===== src/assert_macros.svh =====
// ----------------------------------------------------------------------------
// assert_macros.svh
// concurrent assertion helpers, sampled on a clock, one of them disabled by an active-low reset
// ----------------------------------------------------------------------------
`ifndef ASSERT_MACROS_SVH
`define ASSERT_MACROS_SVH

// property checked on every edge, off while reset is asserted
`define ASSERT_CLK_RST(label, clk, rstn, prop, msg) \
    label: assert property (@(posedge clk) disable iff (!(rstn)) (prop)) \
        else $error(msg);

// property checked on every edge, reset included
`define ASSERT_CLK(label, clk, prop, msg) \
    label: assert property (@(posedge clk) (prop)) else $error(msg);

`endif


===== src/itb_pkg.sv =====
// ----------------------------------------------------------------------------
// itb_pkg
// shared constants and control types of the base-b digit converter
// ----------------------------------------------------------------------------
package itb_pkg;

    localparam int VALUE_WIDTH = 32;
    localparam int VAL_W       = 32;
    localparam int RADIX_W     = 6;
    localparam int DIGIT_W     = 6;
    localparam int CODE_W      = 7;
    localparam int POS_W       = 5;
    localparam int CNT_W       = $clog2(VAL_W);

    localparam logic [VAL_W-1:0] VALUE_MASK = (VALUE_WIDTH >= VAL_W) ? {VAL_W{1'b1}} :
        VAL_W'((64'd1 << VALUE_WIDTH) - 64'd1);

    localparam logic [RADIX_W-1:0] RADIX_RESET = 6'd10;
    localparam logic [RADIX_W-1:0] RADIX_MIN   = 6'd2;
    localparam logic [RADIX_W-1:0] RADIX_MAX   = 6'd36;
    localparam logic [CODE_W-1:0]  CODE_OFFSET = 7'd48;
    localparam logic [POS_W-1:0]   POS_LAST    = {POS_W{1'b1}};
    localparam logic [CNT_W-1:0]   CNT_LAST    = CNT_W'(VAL_W - 1);

    typedef struct packed {
        logic load;
        logic next;
        logic emit;
    } ctrl_cmd_t;

    typedef struct packed {
        logic div_busy;
        logic last;
        logic out_free;
    } ctrl_stat_t;

endpackage


===== src/itb_div.sv =====
// ----------------------------------------------------------------------------
// itb_div
// restoring divider, one quotient bit per cycle, narrow divisor
// ----------------------------------------------------------------------------
module itb_div (
    input  logic                        aclk,
    input  logic                        aresetn,
    input  logic                        start,
    input  logic [itb_pkg::VAL_W-1:0]   dividend,
    input  logic [itb_pkg::RADIX_W-1:0] divisor,
    output logic                        busy,
    output logic [itb_pkg::VAL_W-1:0]   quotient,
    output logic [itb_pkg::RADIX_W-1:0] remainder
);

    logic                        busy_reg, busy_next;
    logic [itb_pkg::CNT_W-1:0]   cnt_reg, cnt_next;
    logic [itb_pkg::VAL_W-1:0]   quo_reg, quo_next;
    logic [itb_pkg::RADIX_W-1:0] rem_reg, rem_next;
    logic [itb_pkg::RADIX_W:0]   trial;
    logic [itb_pkg::RADIX_W:0]   diff;

    always_comb begin
        trial     = {rem_reg, quo_reg[itb_pkg::VAL_W-1]};
        diff      = trial - {1'b0, divisor};
        busy_next = busy_reg;
        cnt_next  = cnt_reg;
        quo_next  = quo_reg;
        rem_next  = rem_reg;
        if (start) begin
            busy_next = 1'b1;
            cnt_next  = '0;
            quo_next  = dividend;
            rem_next  = '0;
        end else if (busy_reg) begin
            if (trial >= {1'b0, divisor}) begin
                rem_next = diff[itb_pkg::RADIX_W-1:0];
                quo_next = {quo_reg[itb_pkg::VAL_W-2:0], 1'b1};
            end else begin
                rem_next = trial[itb_pkg::RADIX_W-1:0];
                quo_next = {quo_reg[itb_pkg::VAL_W-2:0], 1'b0};
            end
            cnt_next = cnt_reg + 1'b1;
            if (cnt_reg == itb_pkg::CNT_LAST) begin
                busy_next = 1'b0;
            end
        end
    end

    always_ff @(posedge aclk) begin
        if (!aresetn) begin
            busy_reg <= 1'b0;
            cnt_reg  <= '0;
        end else begin
            busy_reg <= busy_next;
            cnt_reg  <= cnt_next;
        end
        quo_reg <= quo_next;
        rem_reg <= rem_next;
    end

    assign busy      = busy_reg;
    assign quotient  = quo_reg;
    assign remainder = rem_reg;

endmodule


===== src/itb_dpath.sv =====
// ----------------------------------------------------------------------------
// itb_dpath
// radix register, digit loop registers, divider and result register
// ----------------------------------------------------------------------------
`include "assert_macros.svh"

module itb_dpath (
    input  logic                        aclk,
    input  logic                        aresetn,
    input  logic                        cfg_wr_en,
    input  logic [itb_pkg::RADIX_W-1:0] cfg_wr_data,
    input  logic [itb_pkg::VAL_W-1:0]   s_value,
    input  itb_pkg::ctrl_cmd_t          cmd,
    output itb_pkg::ctrl_stat_t         stat,
    output logic                        m_valid,
    input  logic                        m_ready,
    output logic [itb_pkg::DIGIT_W-1:0] m_digit,
    output logic [itb_pkg::CODE_W-1:0]  m_digit_code,
    output logic [itb_pkg::POS_W-1:0]   m_position,
    output logic [itb_pkg::VAL_W-1:0]   m_place_value,
    output logic                        m_last_digit
);

    logic [itb_pkg::RADIX_W-1:0] radix_reg;
    logic [itb_pkg::RADIX_W-1:0] eff_radix;
    logic [itb_pkg::VAL_W-1:0]   power_reg, power_next;
    logic [itb_pkg::POS_W-1:0]   idx_reg, idx_next;
    logic                        div_start;
    logic [itb_pkg::VAL_W-1:0]   div_dividend;
    logic                        div_busy;
    logic [itb_pkg::VAL_W-1:0]   div_quo;
    logic [itb_pkg::RADIX_W-1:0] div_rem;
    logic [itb_pkg::VAL_W+itb_pkg::RADIX_W-1:0] power_prod;
    logic [itb_pkg::VAL_W+itb_pkg::RADIX_W-1:0] place_prod;
    logic                        last;
    logic                        out_valid_reg, out_valid_next;
    logic [itb_pkg::DIGIT_W-1:0] digit_reg;
    logic [itb_pkg::CODE_W-1:0]  code_reg;
    logic [itb_pkg::POS_W-1:0]   pos_reg;
    logic [itb_pkg::VAL_W-1:0]   place_reg;
    logic                        last_reg;

    always_comb begin
        if (radix_reg < itb_pkg::RADIX_MIN) begin
            eff_radix = itb_pkg::RADIX_MIN;
        end else if (radix_reg > itb_pkg::RADIX_MAX) begin
            eff_radix = itb_pkg::RADIX_MAX;
        end else begin
            eff_radix = radix_reg;
        end
    end

    assign div_start    = cmd.load | cmd.next;
    assign div_dividend = cmd.load ? (s_value & itb_pkg::VALUE_MASK) : div_quo;

    itb_div u_div (
        .aclk      (aclk),
        .aresetn   (aresetn),
        .start     (div_start),
        .dividend  (div_dividend),
        .divisor   (eff_radix),
        .busy      (div_busy),
        .quotient  (div_quo),
        .remainder (div_rem)
    );

    assign power_prod = power_reg * eff_radix;
    assign place_prod = power_reg * div_rem;
    assign last       = (div_quo == '0) || (idx_reg == itb_pkg::POS_LAST);

    always_comb begin
        power_next = power_reg;
        idx_next   = idx_reg;
        if (cmd.load) begin
            power_next = itb_pkg::VAL_W'(1);
            idx_next   = '0;
        end else if (cmd.next) begin
            power_next = power_prod[itb_pkg::VAL_W-1:0];
            idx_next   = idx_reg + 1'b1;
        end
    end

    always_comb begin
        out_valid_next = out_valid_reg;
        if (out_valid_reg && m_ready) begin
            out_valid_next = 1'b0;
        end
        if (cmd.emit) begin
            out_valid_next = 1'b1;
        end
    end

    always_ff @(posedge aclk) begin
        if (!aresetn) begin
            radix_reg     <= itb_pkg::RADIX_RESET;
            out_valid_reg <= 1'b0;
        end else begin
            if (cfg_wr_en) begin
                radix_reg <= cfg_wr_data;
            end
            out_valid_reg <= out_valid_next;
        end
        power_reg <= power_next;
        idx_reg   <= idx_next;
        if (cmd.emit) begin
            digit_reg <= div_rem;
            code_reg  <= {1'b0, div_rem} + itb_pkg::CODE_OFFSET;
            pos_reg   <= idx_reg;
            place_reg <= place_prod[itb_pkg::VAL_W-1:0];
            last_reg  <= last;
        end
    end

    assign stat.div_busy = div_busy;
    assign stat.last     = last;
    assign stat.out_free = !out_valid_reg || m_ready;

    assign m_valid       = out_valid_reg;
    assign m_digit       = digit_reg;
    assign m_digit_code  = code_reg;
    assign m_position    = pos_reg;
    assign m_place_value = place_reg;
    assign m_last_digit  = last_reg;

    // digit taken only from a finished division
    `ASSERT_CLK_RST(a_emit_div_done, aclk, aresetn, cmd.emit |-> !div_busy, "emit while dividing")
    // pending result never overwritten
    `ASSERT_CLK_RST(a_emit_no_overwrite, aclk, aresetn, cmd.emit |-> (!out_valid_reg || m_ready), "result overwritten")
    // partial remainder stays below the divisor
    `ASSERT_CLK_RST(a_rem_range, aclk, aresetn, div_busy |-> (div_rem < eff_radix), "remainder out of range")

endmodule


===== src/itb_ctrl.sv =====
// ----------------------------------------------------------------------------
// itb_ctrl
// sequencer of the digit loop: load, divide, emit one digit, repeat
// ----------------------------------------------------------------------------
module itb_ctrl (
    input  logic                aclk,
    input  logic                aresetn,
    input  logic                s_valid,
    output logic                s_ready,
    input  itb_pkg::ctrl_stat_t stat,
    output itb_pkg::ctrl_cmd_t  cmd
);

    typedef enum logic [2:0] {
        ST_IDLE = 3'b001,
        ST_DIV  = 3'b010,
        ST_EMIT = 3'b100
    } state_t;

    state_t state_reg, state_next;

    always_comb begin
        state_next = state_reg;
        cmd        = '0;
        s_ready    = 1'b0;
        case (state_reg)
            ST_IDLE: begin
                s_ready = 1'b1;
                if (s_valid) begin
                    cmd.load   = 1'b1;
                    state_next = ST_DIV;
                end
            end
            ST_DIV: begin
                if (!stat.div_busy) begin
                    state_next = ST_EMIT;
                end
            end
            ST_EMIT: begin
                if (stat.out_free) begin
                    cmd.emit = 1'b1;
                    if (stat.last) begin
                        state_next = ST_IDLE;
                    end else begin
                        cmd.next   = 1'b1;
                        state_next = ST_DIV;
                    end
                end
            end
            default: begin
                state_next = ST_IDLE;
            end
        endcase
    end

    always_ff @(posedge aclk) begin
        if (!aresetn) begin
            state_reg <= ST_IDLE;
        end else begin
            state_reg <= state_next;
        end
    end

endmodule


===== src/integer_to_base_b_digits_core.sv =====
// ----------------------------------------------------------------------------
// integer_to_base_b_digits_core
// splits an unsigned integer into digits of the configured base, lsd first
//
//   channel  dir  ports                                         role
//   s_       in   s_valid s_ready s_value                       value to convert
//   m_       out  m_valid m_ready m_digit m_digit_code          one digit per transfer
//                 m_position m_place_value m_last_digit
//   cfg_     in   cfg_wr_en cfg_wr_data                         radix, reset 10
//
// each digit passes the bit-serial divider, then ST_DIV sees it done and ST_EMIT emits it
// s_ready is high once the last digit of the previous value sits in the result register
// m_ready low while a result is pending holds the sequencer before the next emit, the divider result waits
// reset is synchronous, active low, and needs no clearing pass
// ----------------------------------------------------------------------------
module integer_to_base_b_digits_core (
    input  logic                        aclk,
    input  logic                        aresetn,
    input  logic                        cfg_wr_en,
    input  logic [itb_pkg::RADIX_W-1:0] cfg_wr_data,
    input  logic                        s_valid,
    output logic                        s_ready,
    input  logic [itb_pkg::VAL_W-1:0]   s_value,
    output logic                        m_valid,
    input  logic                        m_ready,
    output logic [itb_pkg::DIGIT_W-1:0] m_digit,
    output logic [itb_pkg::CODE_W-1:0]  m_digit_code,
    output logic [itb_pkg::POS_W-1:0]   m_position,
    output logic [itb_pkg::VAL_W-1:0]   m_place_value,
    output logic                        m_last_digit
);

    itb_pkg::ctrl_cmd_t  cmd;
    itb_pkg::ctrl_stat_t stat;

    itb_ctrl u_ctrl (
        .aclk    (aclk),
        .aresetn (aresetn),
        .s_valid (s_valid),
        .s_ready (s_ready),
        .stat    (stat),
        .cmd     (cmd)
    );

    itb_dpath u_dpath (
        .aclk          (aclk),
        .aresetn       (aresetn),
        .cfg_wr_en     (cfg_wr_en),
        .cfg_wr_data   (cfg_wr_data),
        .s_value       (s_value),
        .cmd           (cmd),
        .stat          (stat),
        .m_valid       (m_valid),
        .m_ready       (m_ready),
        .m_digit       (m_digit),
        .m_digit_code  (m_digit_code),
        .m_position    (m_position),
        .m_place_value (m_place_value),
        .m_last_digit  (m_last_digit)
    );

endmodule

===== config.mk =====
export PLATFORM = sky130hd
export DESIGN_NAME = integer_to_base_b_digits_core
export DESIGN_NICKNAME = d
export VERILOG_FILES = /design/src/itb_pkg.sv /design/src/itb_div.sv /design/src/itb_dpath.sv /design/src/itb_ctrl.sv /design/src/integer_to_base_b_digits_core.sv
export VERILOG_INCLUDE_DIRS = /design/src /design/src/src
export SDC_FILE = /design/constraint.sdc
export NUM_CORES = 1
export LEC_CHECK = 0
export BUFFER_PORTS_ARGS = -buffer_cell sky130_fd_sc_hd__buf_2
export CAP_MARGIN = 20
export CORE_ASPECT_RATIO = 1.25
export CORE_MARGIN = 1.5
export CORE_UTILIZATION = 64
export DETAILED_ROUTE_END_ITERATION = 8
export PLACE_DENSITY = 0.81
export SETUP_SLACK_MARGIN = 0.5
export SLEW_MARGIN = 25
export SYNTH_ARGS = -nofsm -noshare
export SYNTH_HDL_FRONTEND = slang
export SYNTH_HIERARCHICAL = 1
export SYNTH_SLANG_ARGS = --single-unit

===== constraint.sdc =====
create_clock -name aclk -period 5.72 [get_ports aclk]
set_input_delay 0.572 -clock aclk [delete_from_list [all_inputs] [get_ports aclk]]
set_output_delay 0.572 -clock aclk [all_outputs]
set_load 0.01 [all_outputs]

==> flow_metrics.env <==
export IMPL_r2r_end="u_dpath/power_reg[29]$_SDFFE_PP0P_"
export IMPL_drcViolationCount=0
export IMPL_slew_viol_final=0
export IMPL_cp_data_arrival_time_ns=5.46
export IMPL_crit_slowest_cell="fa_1"
export IMPL_nNetsFinal=2085
export IMPL_path_depth=19
export IMPL_status="completed"
export IMPL_worst_path_max_fanout=7
export IMPL_clock_sinks=138
export IMPL_h_tree_depth=4
export IMPL_cts_tree="built"
export IMPL_antenna_cells=0
export IMPL_grt_usage_pct=30.18
export IMPL_areaGrowthSynthToFinish_pct=9.226
export IMPL_syn_num_nets=2039
export IMPL_cp_cell_sequence="nor3_4 > mux2i_4 > buf_4 > buf_12 > and3_1 > fa_1 > fa_1 > inv_1 > fa_1 > inv_1 > ha_4 > o211ai_1 > o211ai_1 > a31o_2 > a221o_1 > nand3_2 > a21oi_1 > or3_1 > a32o_1"
export IMPL_drv_cap=0
export IMPL_vias=12270
export IMPL_power_density_mw_per_mm2=166.7
export IMPL_synth_area_leaders="fa_1 (27%), edfxtp_1 (15%), dfxtp_1 (7.4%)"
export IMPL_gr_total_overflow=0
export IMPL_clock_skew_ns=0.01392
export IMPL_fin_setup_tns_ns=0
export IMPL_die_area_sq_mm=0.02599
export IMPL_p_leak_nw=8.022
export IMPL_die_w_microns=144.5
export IMPL_vias_per_cell=5.881
export IMPL_start_kind="flip-flop"
export IMPL_core_area_sq_mm=0.02450
export IMPL_dp_hpwl_mm=26.12
export IMPL_antenna_found_initial=0
export IMPL_syn_inst=1697
export IMPL_reg2reg_from="u_dpath/radix_reg[3]$_SDFFE_PN1P_"
export IMPL_ant_nets=0
export IMPL_fmax_mhz=194.8
export IMPL_io_pin_count=96
export IMPL_setup_viol=0
export IMPL_hold_violations=0
export IMPL_die_h_microns=179.9
export IMPL_clock_path_buffers=2
export IMPL_hp_class="in -> reg"
export IMPL_grt_pass1_wl_mm=61.58
export IMPL_slowest_delay_ns=0.54
export IMPL_clkTransAtPathRegs_ns=0.07
export IMPL_totalPowerFinal_mw=2.916
export IMPL_netlist_top_cell_by_area="fa_1"
export IMPL_synth_edf_count=79
export IMPL_start_util_pct=65.36
export IMPL_finalCritPeriodShare_pct=89.73
export IMPL_crit_type="reg -> reg"
export IMPL_drt_pre_antenna_iters=5
export IMPL_path_buf_inv=4
export IMPL_yosys_warnings=6
export IMPL_seq_area_frac_synth_pct=22.19
export IMPL_crit_family="adder cells"
export IMPL_clock_latency_ns=0.44
export IMPL_relSlewSlack_pct=40.23
export IMPL_cts_buffers=17
export IMPL_synth_distinct_cells=76
export IMPL_num_rows=64
export IMPL_syn_area_per_cell_sq_um=9.437
export IMPL_grt_max_degree=69
export IMPL_min_period_ns=5.133
export IMPL_ir_drop_v=0.0002236
export IMPL_fill_cells=1763
export IMPL_wire_per_inst_microns=17.72
export IMPL_reg2reg_slack_ns=0.59
export IMPL_ys_flop_type="edfxtp_1"
export IMPL_cp_endpoint="u_dpath/power_reg[29]$_SDFFE_PP0P_"
export IMPL_rsz0062_at_grt="yes"
export IMPL_ys_ff_latch=138
export IMPL_end_kind="flip-flop"
export IMPL_drive_gt1_share_pct=14.98
export IMPL_crit_path_start="u_dpath/radix_reg[3]$_SDFFE_PN1P_"
export IMPL_grt_pass1_vias=13100
export IMPL_first_iter_violations=768
export IMPL_wirelength_mm=36.97
export IMPL_netlist_area_sq_mm=0.01602
export IMPL_async_flop_share_pct=0
export IMPL_tightest_slew_ns=0.8965
export IMPL_crit_top_cell="fa_1"
export IMPL_synth_top_area_share_pct=27.38
export IMPL_rr_worst_depth=19
export IMPL_gp_congestion=0.9365
export IMPL_cts_root_buffer="clkbuf_16"
export IMPL_cp_required_ns=6.05
export IMPL_numPortBuffers=95
==> repair_timing <==
| action | CTS | global route |
|---|---|---|
| resized for setup | 8 | 32 |
| endpoints found under the hold margin | 0 | 0 |
| setup buffers | 0 | 3 |
| cloned | 0 | 3 |
| setup endpoints to repair | 17 | 11 |
| hold buffers | 0 | 0 |
| pin swaps | 0 | 7 |
==> how the worst min path moves through the flow <==
stage | from | to | slack [ns] | cells after the start
after global placement | u_dpath/idx_reg[4]$_SDFFE_PP0P_ | u_dpath/m_position[4]$_DFFE_PP_ | 0.45 | 0
after CTS | cfg_wr_data[1] | u_dpath/radix_reg[1]$_SDFFE_PN1P_ | 0.35 | 3
after detailed placement | u_dpath/idx_reg[4]$_SDFFE_PP0P_ | u_dpath/m_position[4]$_DFFE_PP_ | 0.46 | 0
after global routing | cfg_wr_data[3] | u_dpath/radix_reg[3]$_SDFFE_PN1P_ | 0.38 | 3
after floorplan | u_dpath/idx_reg[4]$_SDFFE_PP0P_ | u_dpath/m_position[4]$_DFFE_PP_ | 0.43 | 0
final | cfg_wr_data[3] | u_dpath/radix_reg[3]$_SDFFE_PN1P_ | 0.37 | 3
==> cells in the final DEF, fill, tap and decap left out, drive strengths merged, types with 8 or more instances in the layout <==
master	Yosys	routed
a21o	20	20
nor2	78	78
a21oi	49	49
edfxtp	79	79
nor3	10	10
xor2	22	22
nand2	221	221
nor2b	12	12
buf	13	120
inv	250	260
dfxtp	59	59
o21ai	40	40
fa	219	219
nand3	11	11
clkbuf	83	20
and2	141	141
o21a	10	10
nor3b	8	8
nand2b	10	10
ha	80	80
a211oi	18	18
and3	34	34
nor4	9	9
mux2i	30	30
mux2	66	66
xnor2	45	45
==> per-stage QoR <==
step | cells | hold WS (ns) | utilization (%) | setup slack (ns) | area (sq um)
after global routing | 2086 | 0.3817 | 71.39 | 0.4573 | 17490
after global placement | 2048 | 0.4539 | 68.04 | 0.3442 | 16670
after floorplan | 1697 | 0.4335 | - | 0.8549 | 16020
after detailed placement | 2048 | 0.4565 | 68.04 | 0.1669 | 16670
after CTS | 2080 | 0.3507 | 70.46 | 0.5258 | 17260
final | 2086 | 0.3708 | 71.39 | 0.5874 | 17490
==> routing by layer <==
layer | wire length [microns] | part of all wire, % | global-route usage (%)
met4 | 1374 | 3.7 | 13.09
met2 | 20070 | 54 | 55.52
met3 | 1841 | 5.0 | 4.235
met5 | 0 | 0 | 0
met1 | 13680 | 37 | 34.29
==> cell usage after synthesis (8+ instances only) <==
| master | number |
|---|---|
| inv_1 | 250 |
| nand2_1 | 220 |
| fa_1 | 219 |
| and2_1 | 139 |
| clkbuf_1 | 83 |
| ha_1 | 80 |
| edfxtp_1 | 79 |
| nor2_1 | 78 |
| mux2_2 | 65 |
| dfxtp_1 | 59 |
| a21oi_1 | 48 |
| xnor2_1 | 45 |
| o21ai_0 | 40 |
| and3_1 | 34 |
| mux2i_1 | 29 |
| xor2_1 | 22 |
| a21o_1 | 20 |
| a211oi_1 | 17 |
| nand3_1 | 11 |
| nor2b_1 | 11 |
| nand2b_1 | 10 |
| o21a_1 | 10 |
| nor3_1 | 9 |
| nor4_1 | 9 |
| nor3b_1 | 8 |
==> worst reg2reg max path, stage by stage (launching register included) <==
cell	delay, ns
dfxtp_2	0.35
nor3_4	0.29
mux2i_4	0.29
buf_4	0.15
buf_12	0.11
and3_1	0.19
fa_1	0.46
fa_1	0.54
inv_1	0.05
fa_1	0.48
inv_1	0.06
ha_4	0.22
o211ai_1	0.22
o211ai_1	0.17
a31o_2	0.30
a221o_1	0.35
nand3_2	0.12
a21oi_1	0.08
or3_1	0.32
a32o_1	0.25
==> cell type report <==
cell class                 instances  area [sq um]  area share [%]
sequential                       138          3567           20.39
clock buffer                      17         425.4           2.432
multi-input combinational       1213         11230           64.21
timing repair buffer             123         767.0           4.385
clock inverter                    15         150.1          0.8583
tap                              330         412.9           2.360
inverter                         250         938.4           5.364
==> report_power, final <==
group / internal (mW) / switching [mW]
Sequential: 1.14 / 0.112
Clock: 0.581 / 0.528
Combinational: 0.249 / 0.304
==> logic make-up after synthesis <==
family	Yosys count	synth area share, %
xor+xnor	67	3.664
simple gates	558	17.33
buf+inv	346	8.344
compound gates	192	8.227
fa+ha+maj	300	33.69
flops	138	22.19
mux	96	6.562
(Power assumes the default switching activity.)
